[config.mk]
export PLATFORM = sky130hd
export DESIGN_NAME = rtp_gsm_frame_deframer_unit_flat
export DESIGN_NICKNAME = d
export VERILOG_FILES = /design/src/design/rgfd_pkg.sv /design/src/design/rgfd_in_if.sv /design/src/design/rgfd_out_if.sv /design/src/design/rtp_gsm_frame_deframer_unit.sv /design/src/design/rgfd_judge.sv /design/src/flat_wrapper.sv
export SDC_FILE = /design/constraint.sdc
export NUM_CORES = 1
export LEC_CHECK = 0
export CAP_MARGIN = 0
export CORE_MARGIN = 3
export CORE_UTILIZATION = 55
export CTS_CLUSTER_SIZE = 24
export DETAILED_ROUTE_END_ITERATION = 8
export DONT_BUFFER_PORTS = 1
export GPL_ROUTABILITY_DRIVEN = 0
export PLACE_DENSITY = 0.7
export RECOVER_POWER = 25
export REMOVE_ABC_BUFFERS = 1
export SLEW_MARGIN = 20
export SYNTH_ARGS = -nofsm -noshare
export SYNTH_HDL_FRONTEND = slang
export SYNTH_SLANG_ARGS = --single-unit
[constraint.sdc]
create_clock -name clk_i -period 7.4 [get_ports clk_i]
set_input_delay 1.48 -clock clk_i [delete_from_list [all_inputs] [get_ports clk_i]]
set_output_delay 1.48 -clock clk_i [all_outputs]
set_load 0.1 [all_outputs]
[src/design/rgfd_pkg.sv]
// ----------------------------------------------------------------------------
// rgfd_pkg: shared types and constants of the RTP GSM frame deframer
// Status codes, header constants and the structs passed to the checker.
// ----------------------------------------------------------------------------
package rgfd_pkg;

  typedef enum logic [3:0] {
    StOk         = 4'd0,
    StShort      = 4'd1,
    StVersion    = 4'd2,
    StCsrc       = 4'd3,
    StExtShort   = 4'd4,
    StExtOverrun = 4'd5,
    StPadding    = 4'd6,
    StFrLength   = 4'd7,
    StType       = 4'd8,
    StOversize   = 4'd9
  } status_e;

  typedef enum logic [0:0] {
    KindFull = 1'b0,
    KindEfr  = 1'b1
  } kind_e;

  // Register map (word index)
  localparam logic [0:0] RegCallRef = 1'b0;

  localparam logic [11:0] HdrBytes  = 12'd12;
  localparam logic [11:0] XhdrBytes = 12'd4;
  localparam logic [11:0] FullLen   = 12'd33;
  localparam logic [6:0]  PtFull    = 7'd3;
  localparam logic [6:0]  PtEfr     = 7'd97;
  localparam logic [1:0]  RtpVer    = 2'd2;

  // Packet state after the latest word has been taken
  typedef struct packed {
    logic [11:0] count;
    logic [7:0]  b0;
    logic [7:0]  b1;
    logic [15:0] ext;
    logic [7:0]  latest;
    logic        oversize;
  } pkt_t;

  // Verdict on a finished packet
  typedef struct packed {
    status_e     status;
    kind_e       kind;
    logic [11:0] offset;
    logic [11:0] length;
  } verdict_t;

endpackage

[src/design/rgfd_in_if.sv]
// ----------------------------------------------------------------------------
// rgfd_in_if: packet byte channel
// Valid/ready channel carrying one packet byte and its last-byte flag.
// ----------------------------------------------------------------------------
interface rgfd_in_if;
  logic       valid;
  logic       ready;
  logic [7:0] data_byte;
  logic       end_of_packet;

  modport source (output valid, output data_byte, output end_of_packet, input ready);
  modport sink   (input valid, input data_byte, input end_of_packet, output ready);
endinterface

[src/design/rgfd_out_if.sv]
// ----------------------------------------------------------------------------
// rgfd_out_if: frame descriptor channel
// Valid/ready channel carrying one frame descriptor per packet.
// ----------------------------------------------------------------------------
interface rgfd_out_if;
  logic        valid;
  logic        ready;
  logic [3:0]  status;
  logic        frame_kind;
  logic [11:0] payload_offset;
  logic [11:0] payload_length;
  logic [31:0] frame_call_ref;

  modport source (output valid, output status, output frame_kind, output payload_offset,
                  output payload_length, output frame_call_ref, input ready);
  modport sink   (input valid, input status, input frame_kind, input payload_offset,
                  input payload_length, input frame_call_ref, output ready);
endinterface

[src/design/rtp_gsm_frame_deframer_unit.sv]
// ----------------------------------------------------------------------------
// rtp_gsm_frame_deframer_unit: RTP header parser for GSM voice frames
// Parses an RTP packet byte by byte and reports one descriptor per packet.
// ----------------------------------------------------------------------------
// Usage:
//   in_i carries one packet word per handshake: data_byte in wire order and
//   end_of_packet on the final byte. out_o carries one frame descriptor per
//   packet: status, frame_kind, payload_offset, payload_length and the call
//   reference. Bytes other than the final one give no descriptor.
//   The APB port holds call_reference at byte address 0; it is copied into
//   every descriptor and should be written while no packet is in flight.
// Timing:
//   One byte is accepted per cycle while no final byte is held. A byte waits
//   in the input stage, where the packet counters update and, on the final
//   byte, the checker runs; the descriptor is then registered in the result
//   register and shows on out_o from there. The input stage and the result
//   register lie between an accepted final byte and its descriptor.
// Reset and stall:
//   Reset clears the packet state, the call reference and both stages.
//   While out_o is stalled with a descriptor waiting, non-final bytes still
//   flow; a final byte holds in the input stage until the descriptor is
//   taken, and in_i.ready drops meanwhile.
//   Packets longer than MAX_PACKET_BYTES report oversize.
// ----------------------------------------------------------------------------
module rtp_gsm_frame_deframer_unit
  import rgfd_pkg::*;
#(
  parameter int MAX_PACKET_BYTES = 2048
) (
  input  logic          clk_i,
  input  logic          rst_ni,
  rgfd_in_if.sink       in_i,
  rgfd_out_if.source    out_o,
  input  logic          psel,
  input  logic          penable,
  input  logic          pwrite,
  input  logic [2:0]    paddr,
  input  logic [31:0]   pwdata,
  output logic [31:0]   prdata,
  output logic          pready
);

  localparam logic [11:0] MaxCount = 12'(MAX_PACKET_BYTES);

  logic [31:0] call_ref_q;
  logic        s1_valid_q;
  logic [7:0]  s1_byte_q;
  logic        s1_eop_q;
  logic        s1_fire;
  pkt_t        pkt_q;
  pkt_t        pkt_d;
  logic [11:0] xpos;
  verdict_t    verdict;
  logic        out_valid_q;
  verdict_t    out_q;
  logic [31:0] out_ref_q;

  // Configuration port
  assign pready = 1'b1;
  assign prdata = (paddr[2] == RegCallRef) ? call_ref_q : 32'd0;

  always_ff @(posedge clk_i or negedge rst_ni) begin
    if (!rst_ni) begin
      call_ref_q <= 32'd0;
    end else if (psel && penable && pwrite && (paddr[2] == RegCallRef)) begin
      call_ref_q <= pwdata;
    end
  end

  // Advance the input stage unless a final word would overwrite a waiting result
  assign s1_fire     = s1_valid_q && (!s1_eop_q || !out_valid_q || out_o.ready);
  assign in_i.ready  = !s1_valid_q || s1_fire;

  always_ff @(posedge clk_i or negedge rst_ni) begin
    if (!rst_ni) begin
      s1_valid_q <= 1'b0;
      s1_eop_q   <= 1'b0;
    end else if (in_i.valid && in_i.ready) begin
      s1_valid_q <= 1'b1;
      s1_eop_q   <= in_i.end_of_packet;
    end else if (s1_fire) begin
      s1_valid_q <= 1'b0;
    end
  end

  always_ff @(posedge clk_i) begin
    if (in_i.valid && in_i.ready) begin
      s1_byte_q <= in_i.data_byte;
    end
  end

  // Take the staged byte into the packet state
  assign xpos = HdrBytes + {6'd0, pkt_q.b0[3:0], 2'b00};

  always_comb begin
    pkt_d        = pkt_q;
    pkt_d.latest = s1_byte_q;
    if (pkt_q.count >= MaxCount) begin
      pkt_d.oversize = 1'b1;
    end else begin
      if (pkt_q.count == 12'd0) begin
        pkt_d.b0 = s1_byte_q;
      end else if (pkt_q.count == 12'd1) begin
        pkt_d.b1 = s1_byte_q;
      end else if ((pkt_q.count >= HdrBytes) && (pkt_q.count == xpos + 12'd2)) begin
        pkt_d.ext[15:8] = s1_byte_q;
      end else if ((pkt_q.count >= HdrBytes) && (pkt_q.count == xpos + 12'd3)) begin
        pkt_d.ext[7:0] = s1_byte_q;
      end
      pkt_d.count = pkt_q.count + 12'd1;
    end
  end

  // Hold packet state; clear after the final word
  always_ff @(posedge clk_i or negedge rst_ni) begin
    if (!rst_ni) begin
      pkt_q <= '0;
    end else if (s1_fire) begin
      pkt_q <= s1_eop_q ? '0 : pkt_d;
    end
  end

  rgfd_judge u_judge (
    .pkt_i     (pkt_d),
    .verdict_o (verdict)
  );

  // Result register
  always_ff @(posedge clk_i or negedge rst_ni) begin
    if (!rst_ni) begin
      out_valid_q <= 1'b0;
    end else if (s1_fire && s1_eop_q) begin
      out_valid_q <= 1'b1;
    end else if (out_o.ready) begin
      out_valid_q <= 1'b0;
    end
  end

  always_ff @(posedge clk_i) begin
    if (s1_fire && s1_eop_q) begin
      out_q     <= verdict;
      out_ref_q <= call_ref_q;
    end
  end

  assign out_o.valid          = out_valid_q;
  assign out_o.status         = out_q.status;
  assign out_o.frame_kind     = out_q.kind;
  assign out_o.payload_offset = out_q.offset;
  assign out_o.payload_length = out_q.length;
  assign out_o.frame_call_ref = out_ref_q;

  // Assertions
  a_count_bound: assert property (@(posedge clk_i) disable iff (!rst_ni)
    pkt_q.count <= MaxCount)
    else $error("byte count beyond maximum packet size");

  a_oversize_full: assert property (@(posedge clk_i) disable iff (!rst_ni)
    pkt_q.oversize |-> (pkt_q.count == MaxCount))
    else $error("oversize flagged before packet reached maximum size");

  a_result_from_final: assert property (@(posedge clk_i) disable iff (!rst_ni)
    $rose(out_valid_q) |-> $past(s1_valid_q && s1_eop_q))
    else $error("descriptor raised without a final word");

  a_error_zero: assert property (@(posedge clk_i) disable iff (!rst_ni)
    (out_valid_q && (out_q.status != StOk)) |->
      ((out_q.offset == 12'd0) && (out_q.length == 12'd0) && (out_q.kind == KindFull)))
    else $error("error descriptor carries payload fields");

  a_stall_hold: assert property (@(posedge clk_i) disable iff (!rst_ni)
    (out_valid_q && !out_o.ready) |=> (out_valid_q && $stable(out_q) && $stable(out_ref_q)))
    else $error("waiting descriptor changed under stall");

endmodule

[src/design/rgfd_judge.sv]
// ----------------------------------------------------------------------------
// rgfd_judge: packet checker
// Runs the header checks on a finished packet in priority order and gives
// the status, frame kind and payload position.
// ----------------------------------------------------------------------------
module rgfd_judge
  import rgfd_pkg::*;
(
  input  pkt_t     pkt_i,
  output verdict_t verdict_o
);

  logic [11:0] pos;
  logic [11:0] rest;
  logic [18:0] xlen;
  logic [11:0] pos_e;
  logic [11:0] rest_e;
  logic [11:0] rest_p;
  logic [6:0]  pt;

  // Payload position arithmetic
  always_comb begin
    pos    = HdrBytes + {6'd0, pkt_i.b0[3:0], 2'b00};
    rest   = pkt_i.count - pos;
    xlen   = {1'b0, pkt_i.ext, 2'b00} + 19'(XhdrBytes);
    pos_e  = pkt_i.b0[4] ? (pos + xlen[11:0]) : pos;
    rest_e = pkt_i.b0[4] ? (rest - xlen[11:0]) : rest;
    rest_p = pkt_i.b0[5] ? (rest_e - {4'd0, pkt_i.latest}) : rest_e;
    pt     = pkt_i.b1[6:0];
  end

  // Checks, first failure wins
  always_comb begin
    verdict_o = '0;
    verdict_o.status = StOk;
    verdict_o.kind   = KindFull;
    if (pkt_i.oversize) begin
      verdict_o.status = StOversize;
    end else if (pkt_i.count < HdrBytes) begin
      verdict_o.status = StShort;
    end else if (pkt_i.b0[7:6] != RtpVer) begin
      verdict_o.status = StVersion;
    end else if (pos > pkt_i.count) begin
      verdict_o.status = StCsrc;
    end else if (pkt_i.b0[4] && (rest < XhdrBytes)) begin
      verdict_o.status = StExtShort;
    end else if (pkt_i.b0[4] && (xlen > {7'd0, rest})) begin
      verdict_o.status = StExtOverrun;
    end else if (pkt_i.b0[5] && ((rest_e == 12'd0) || ({4'd0, pkt_i.latest} > rest_e))) begin
      verdict_o.status = StPadding;
    end else if (pt == PtFull) begin
      if (rest_p != FullLen) begin
        verdict_o.status = StFrLength;
      end else begin
        verdict_o.kind   = KindFull;
        verdict_o.offset = pos_e;
        verdict_o.length = rest_p;
      end
    end else if (pt == PtEfr) begin
      verdict_o.kind   = KindEfr;
      verdict_o.offset = pos_e;
      verdict_o.length = rest_p;
    end else begin
      verdict_o.status = StType;
    end
  end

endmodule

[src/flat_wrapper.sv]
// flat-port wrapper written by rule: the top's interface ports become plain ports
module rtp_gsm_frame_deframer_unit_flat import rgfd_pkg::*;
#(
  parameter int MAX_PACKET_BYTES = 2048
)
  (clk_i, rst_ni, psel, penable, pwrite, paddr, pwdata, prdata, pready, in_i_valid, in_i_data_byte, in_i_end_of_packet, in_i_ready, out_o_valid, out_o_status, out_o_frame_kind, out_o_payload_offset, out_o_payload_length, out_o_frame_call_ref, out_o_ready);
  rgfd_in_if in_i_i ();
  rgfd_out_if out_o_i ();
  input  logic clk_i;
  input  logic rst_ni;
  input  logic psel;
  input  logic penable;
  input  logic pwrite;
  input  logic [2:0] paddr;
  input  logic [31:0] pwdata;
  output logic [31:0] prdata;
  output logic pready;
  input wire logic [$bits(in_i_i.valid)-1:0] in_i_valid;
  input wire logic [$bits(in_i_i.data_byte)-1:0] in_i_data_byte;
  input wire logic [$bits(in_i_i.end_of_packet)-1:0] in_i_end_of_packet;
  output wire logic [$bits(in_i_i.ready)-1:0] in_i_ready;
  output wire logic [$bits(out_o_i.valid)-1:0] out_o_valid;
  output wire logic [$bits(out_o_i.status)-1:0] out_o_status;
  output wire logic [$bits(out_o_i.frame_kind)-1:0] out_o_frame_kind;
  output wire logic [$bits(out_o_i.payload_offset)-1:0] out_o_payload_offset;
  output wire logic [$bits(out_o_i.payload_length)-1:0] out_o_payload_length;
  output wire logic [$bits(out_o_i.frame_call_ref)-1:0] out_o_frame_call_ref;
  input wire logic [$bits(out_o_i.ready)-1:0] out_o_ready;
  assign in_i_i.valid = in_i_valid;
  assign in_i_i.data_byte = in_i_data_byte;
  assign in_i_i.end_of_packet = in_i_end_of_packet;
  assign in_i_ready = in_i_i.ready;
  assign out_o_valid = out_o_i.valid;
  assign out_o_status = out_o_i.status;
  assign out_o_frame_kind = out_o_i.frame_kind;
  assign out_o_payload_offset = out_o_i.payload_offset;
  assign out_o_payload_length = out_o_i.payload_length;
  assign out_o_frame_call_ref = out_o_i.frame_call_ref;
  assign out_o_i.ready = out_o_ready;
  rtp_gsm_frame_deframer_unit #(.MAX_PACKET_BYTES(MAX_PACKET_BYTES)) u_core (.clk_i(clk_i), .rst_ni(rst_ni), .in_i(in_i_i), .out_o(out_o_i), .psel(psel), .penable(penable), .pwrite(pwrite), .paddr(paddr), .pwdata(pwdata), .prdata(prdata), .pready(pready));
endmodule
==> metrics.txt <==
Diodes inserted 0; EDFF count, synth 67; top_reg_cell synth dfrtp_1; Gate Count Post-Synth about 920; number of DRC markers in iteration 0 572; Cell Area, Synth 9270 µm²; Synth Area in Adders 0.0681; clock-pin slew on the worst setup and hold paths 0.06 ns; complex-gate fraction of the synthesized area 0.142; CP startpoint kind flip-flop; layout cells sized above 1 0.188; Required @ worst endpoint between 7 and 8 ns; R2R depth 27; synthesis-to-layout area growth 9.87%; hold depth 0; drt drc 0; power density over the cells between 400 and 500 nW/µm²; area of the die around 18,000 µm²; worst-path fanout max 18; Final Skew about 0.010 ns; area of the multi-input gates about 5000 µm²; gr ovfl total 0; total track usage 0.251; Max VDD drop about 0.30 mV; Hold Violations, Final 0; Synth cell types 80; io pins roughly 150; Avg Cell Area, Syn 10.1 µm²; Register Area roughly 4000 µm²; Die Span Y approximately 140 µm; Max Freq approximately 140 MHz; status completed; Area contributors post-synth edfxtp_1 22%, dfrtp_1 21%, ha_1 5.9%; hold crit path type flip-flop to flip-flop; Core Footprint about 16,000 µm²; FF+latch count, synth 146; mux share of post-synthesis cell area 0.0690; r2r startpoint u_core.pkt_q[47]; routed wire length approximately 23,000 µm; hpwl dp 17,100 µm; Vias about 7,100; CTS tree yes; TritonCTS Sinks ~150; Leakage 0.00410 µW; post-synthesis simple-gate area fraction 0.188; Tot Pwr between 4000 and 5000 µW; final setup violating endpoints 0; crit path kind flip-flop to flip-flop; hold_buf cts 0; via-per-instance ratio 6.21; Hold WS 0.462 ns; R2R setup slack just under 0.3 ns; vias in the first global route approximately 7,000; port bufs 0; remaining antenna violation count 0; register area share after synthesis 0.430; Core Util, Final 0.630; Final Max Slew Viols 0; Slew @ Worst Pin approximately 1.1 ns; largest family of logic cells by synthesized area simple AND/OR/NAND/NOR gates; initial antenna violation count 0; ys async rst share 0.541; Max-Cap Viols 0; post-synth top area share 0.217; fraction of synthesized cell area in xor and xnor cells 0.0537; Clk Tree Root Cell clkbuf_16; Starting Density 0.573; Nets 1,012; cts bufs inserted 17; post-synth top area cell edfxtp_1; Ys Warns 0; # fillers ~1,300; Critical Path AT approximately 7.3 ns; DRT Pass-1 Iters 6; row count 46; die width roughly 140 µm; first-pass GRT wire length 36,500 µm; routed len/inst 20.2 µm; hold_sp u_core.call_ref_q[11]; CP Capture Type flip-flop; top-count cell post-synth dfrtp_1; H-tree depth 4; maximum number of pins on one net before global-route repair 80; fin crit share 0.961; Reg2Reg Capture Point u_core.out_o.payload_length[0]; Clock Path Buffers 2; min Tclk post-route about 7.1 ns; Clk Latency, worst-skew pair 0.43 ns; Commonest cells post-synth 79 x dfrtp_1, 70 x nand2_1, 67 x edfxtp_1; worst rel slew slack 0.263; Hold EP u_core.out_o.frame_call_ref[11]
-- per-stage QoR --
| stage | setup slack, ns | cells | area (µm²) | setup TNS, ns |
|---|---|---|---|---|
| 6_report | 0.292 | 1142 | 10200 | 0 |
| 5_1_grt | -0.0506 | 1142 | 10200 | -0.0506 |
| 4_1_cts | 0.141 | 1139 | 10100 | 0 |
| 3_5_place_dp | 0.0768 | 1107 | 9540 | 0 |
| 3_3_place_gp | 0.278 | 1107 | 9540 | 0 |
| 2_1_floorplan | 0.191 | 871 | 9030 | 0 |
-- layout by cell type (no fill, tap or decap), types with 5 or more instances in the layout --
cell       Yosys  layout
mux2i_1       20      19
nand3_1       16      16
clkbuf_16      0      17
a21o_1        12      12
ha_1          44      44
buf_4          7      23
edfxtp_1      67      67
and2_1         8       8
mux2_2        39      39
nor2_1        64      64
o22ai_1        7       7
inv_1         53      52
nand2b_1      10      10
a21oi_1       40      38
o21ai_0       54      52
nand4_1       10      10
a31oi_1        8       8
nor2b_1       47      15
nor2b_2        0      32
xnor2_1       37      35
and3_1         7       7
nor3_1        18      18
nand2_1       70      70
dfrtp_1       79      76
nor3_2         8       8
a22oi_1       17      17
and4_1         5       5
xor2_1        18      18
nor4_1        14      13
-- critical path, cell delays in order, from the launching register on --
cell and delay [ns]:
dfrtp_1 0.48, nor4_4 0.37, nand4_1 0.14, buf_4 0.18
buf_4 0.18, nor2_1 0.14, a21oi_2 0.06, ha_1 0.38
inv_1 0.14, fa_1 0.47, xnor2_2 0.29, inv_1 0.11
ha_1 0.36, a21oi_1 0.14, o21ai_0 0.16, xor2_1 0.16
nor2_1 0.05, a21oi_1 0.35, ha_1 0.36, a21oi_1 0.25
o21bai_1 0.10, a211o_1 0.38, nand2b_1 0.18, or4b_1 0.49
o211ai_1 0.14, a41oi_2 0.16, buf_4 0.26, a2111oi_2 0.40
-- state kept, by name, indices dropped and copies added (netlist names) --
signal                       flops
u_core.call_ref_q               32
u_core.s1_eop_q                  1
u_core.out_o.payload_length     12
u_core.s1_valid_q                1
u_core.pkt_q                    44
u_core.out_o.valid               1
u_core.out_o.payload_offset     10
u_core.s1_byte_q                 8
u_core.out_o.status              4
u_core.out_o.frame_call_ref     32
u_core.out_o.frame_kind          1
-- what timing repair did --
action / CTS / global route
hold endpoints to repair: 0 / 0
resized for setup: 1 / 11
pin swaps: 0 / 3
setup endpoints to repair: 1 / 21
setup buffers: 0 / 3
-- report_power, final --
| part | leakage [µW] | internal, µW | switching [µW] |
|---|---|---|---|
| clock | 0.000280 | 472 | 363 |
| combinational | 0.00217 | 998 | 1670 |
| sequential | 0.00166 | 989 | 351 |
| total | 0.00410 | 2460 | 2380 |
-- metal layers --
layer / part of all wire / GRT usage
met1: 0.42 / 0.340
met2: 0.49 / 0.411
met3: 0.061 / 0.0464
met4: 0.019 / 0.0795
met5: 0 / 0
-- area by class of cell --
| cell class | instances | share of cell area |
|---|---|---|
| multi-input cells | 671 | 0.488 |
| clock inverters | 15 | 0.0143 |
| inverters | 54 | 0.0199 |
| flip-flops and latches | 146 | 0.392 |
| well taps | 216 | 0.0265 |
| repair buffers | 23 | 0.0170 |
| clock buffers | 17 | 0.0418 |
-- worst max-delay path by stage --
stage,startpoint,endpoint
detailed placement,u_core.pkt_q[47],u_core.out_o.payload_length[0]
floorplan,u_core.pkt_q[48],u_core.out_o.status[2]
global route,u_core.pkt_q[47],u_core.out_o.payload_length[0]
finish,u_core.pkt_q[47],u_core.out_o.payload_length[0]
global placement,u_core.pkt_q[48],u_core.out_o.payload_length[1]
CTS,u_core.pkt_q[51],u_core.out_o.payload_length[0]
-- cell families (layout without fill, tap and decap cells) --
kind of cell	Yosys count	after routing
xor gates and xnor gates	56	56
AOI/OAI and AO/OA	193	193
adders and majority gates	48	48
buffers and inverters	103	109
DFF	146	146
and+or+nand+nor	312	312
muxes	59	59
other	2	3
Power figures use the tool's default switching activity.
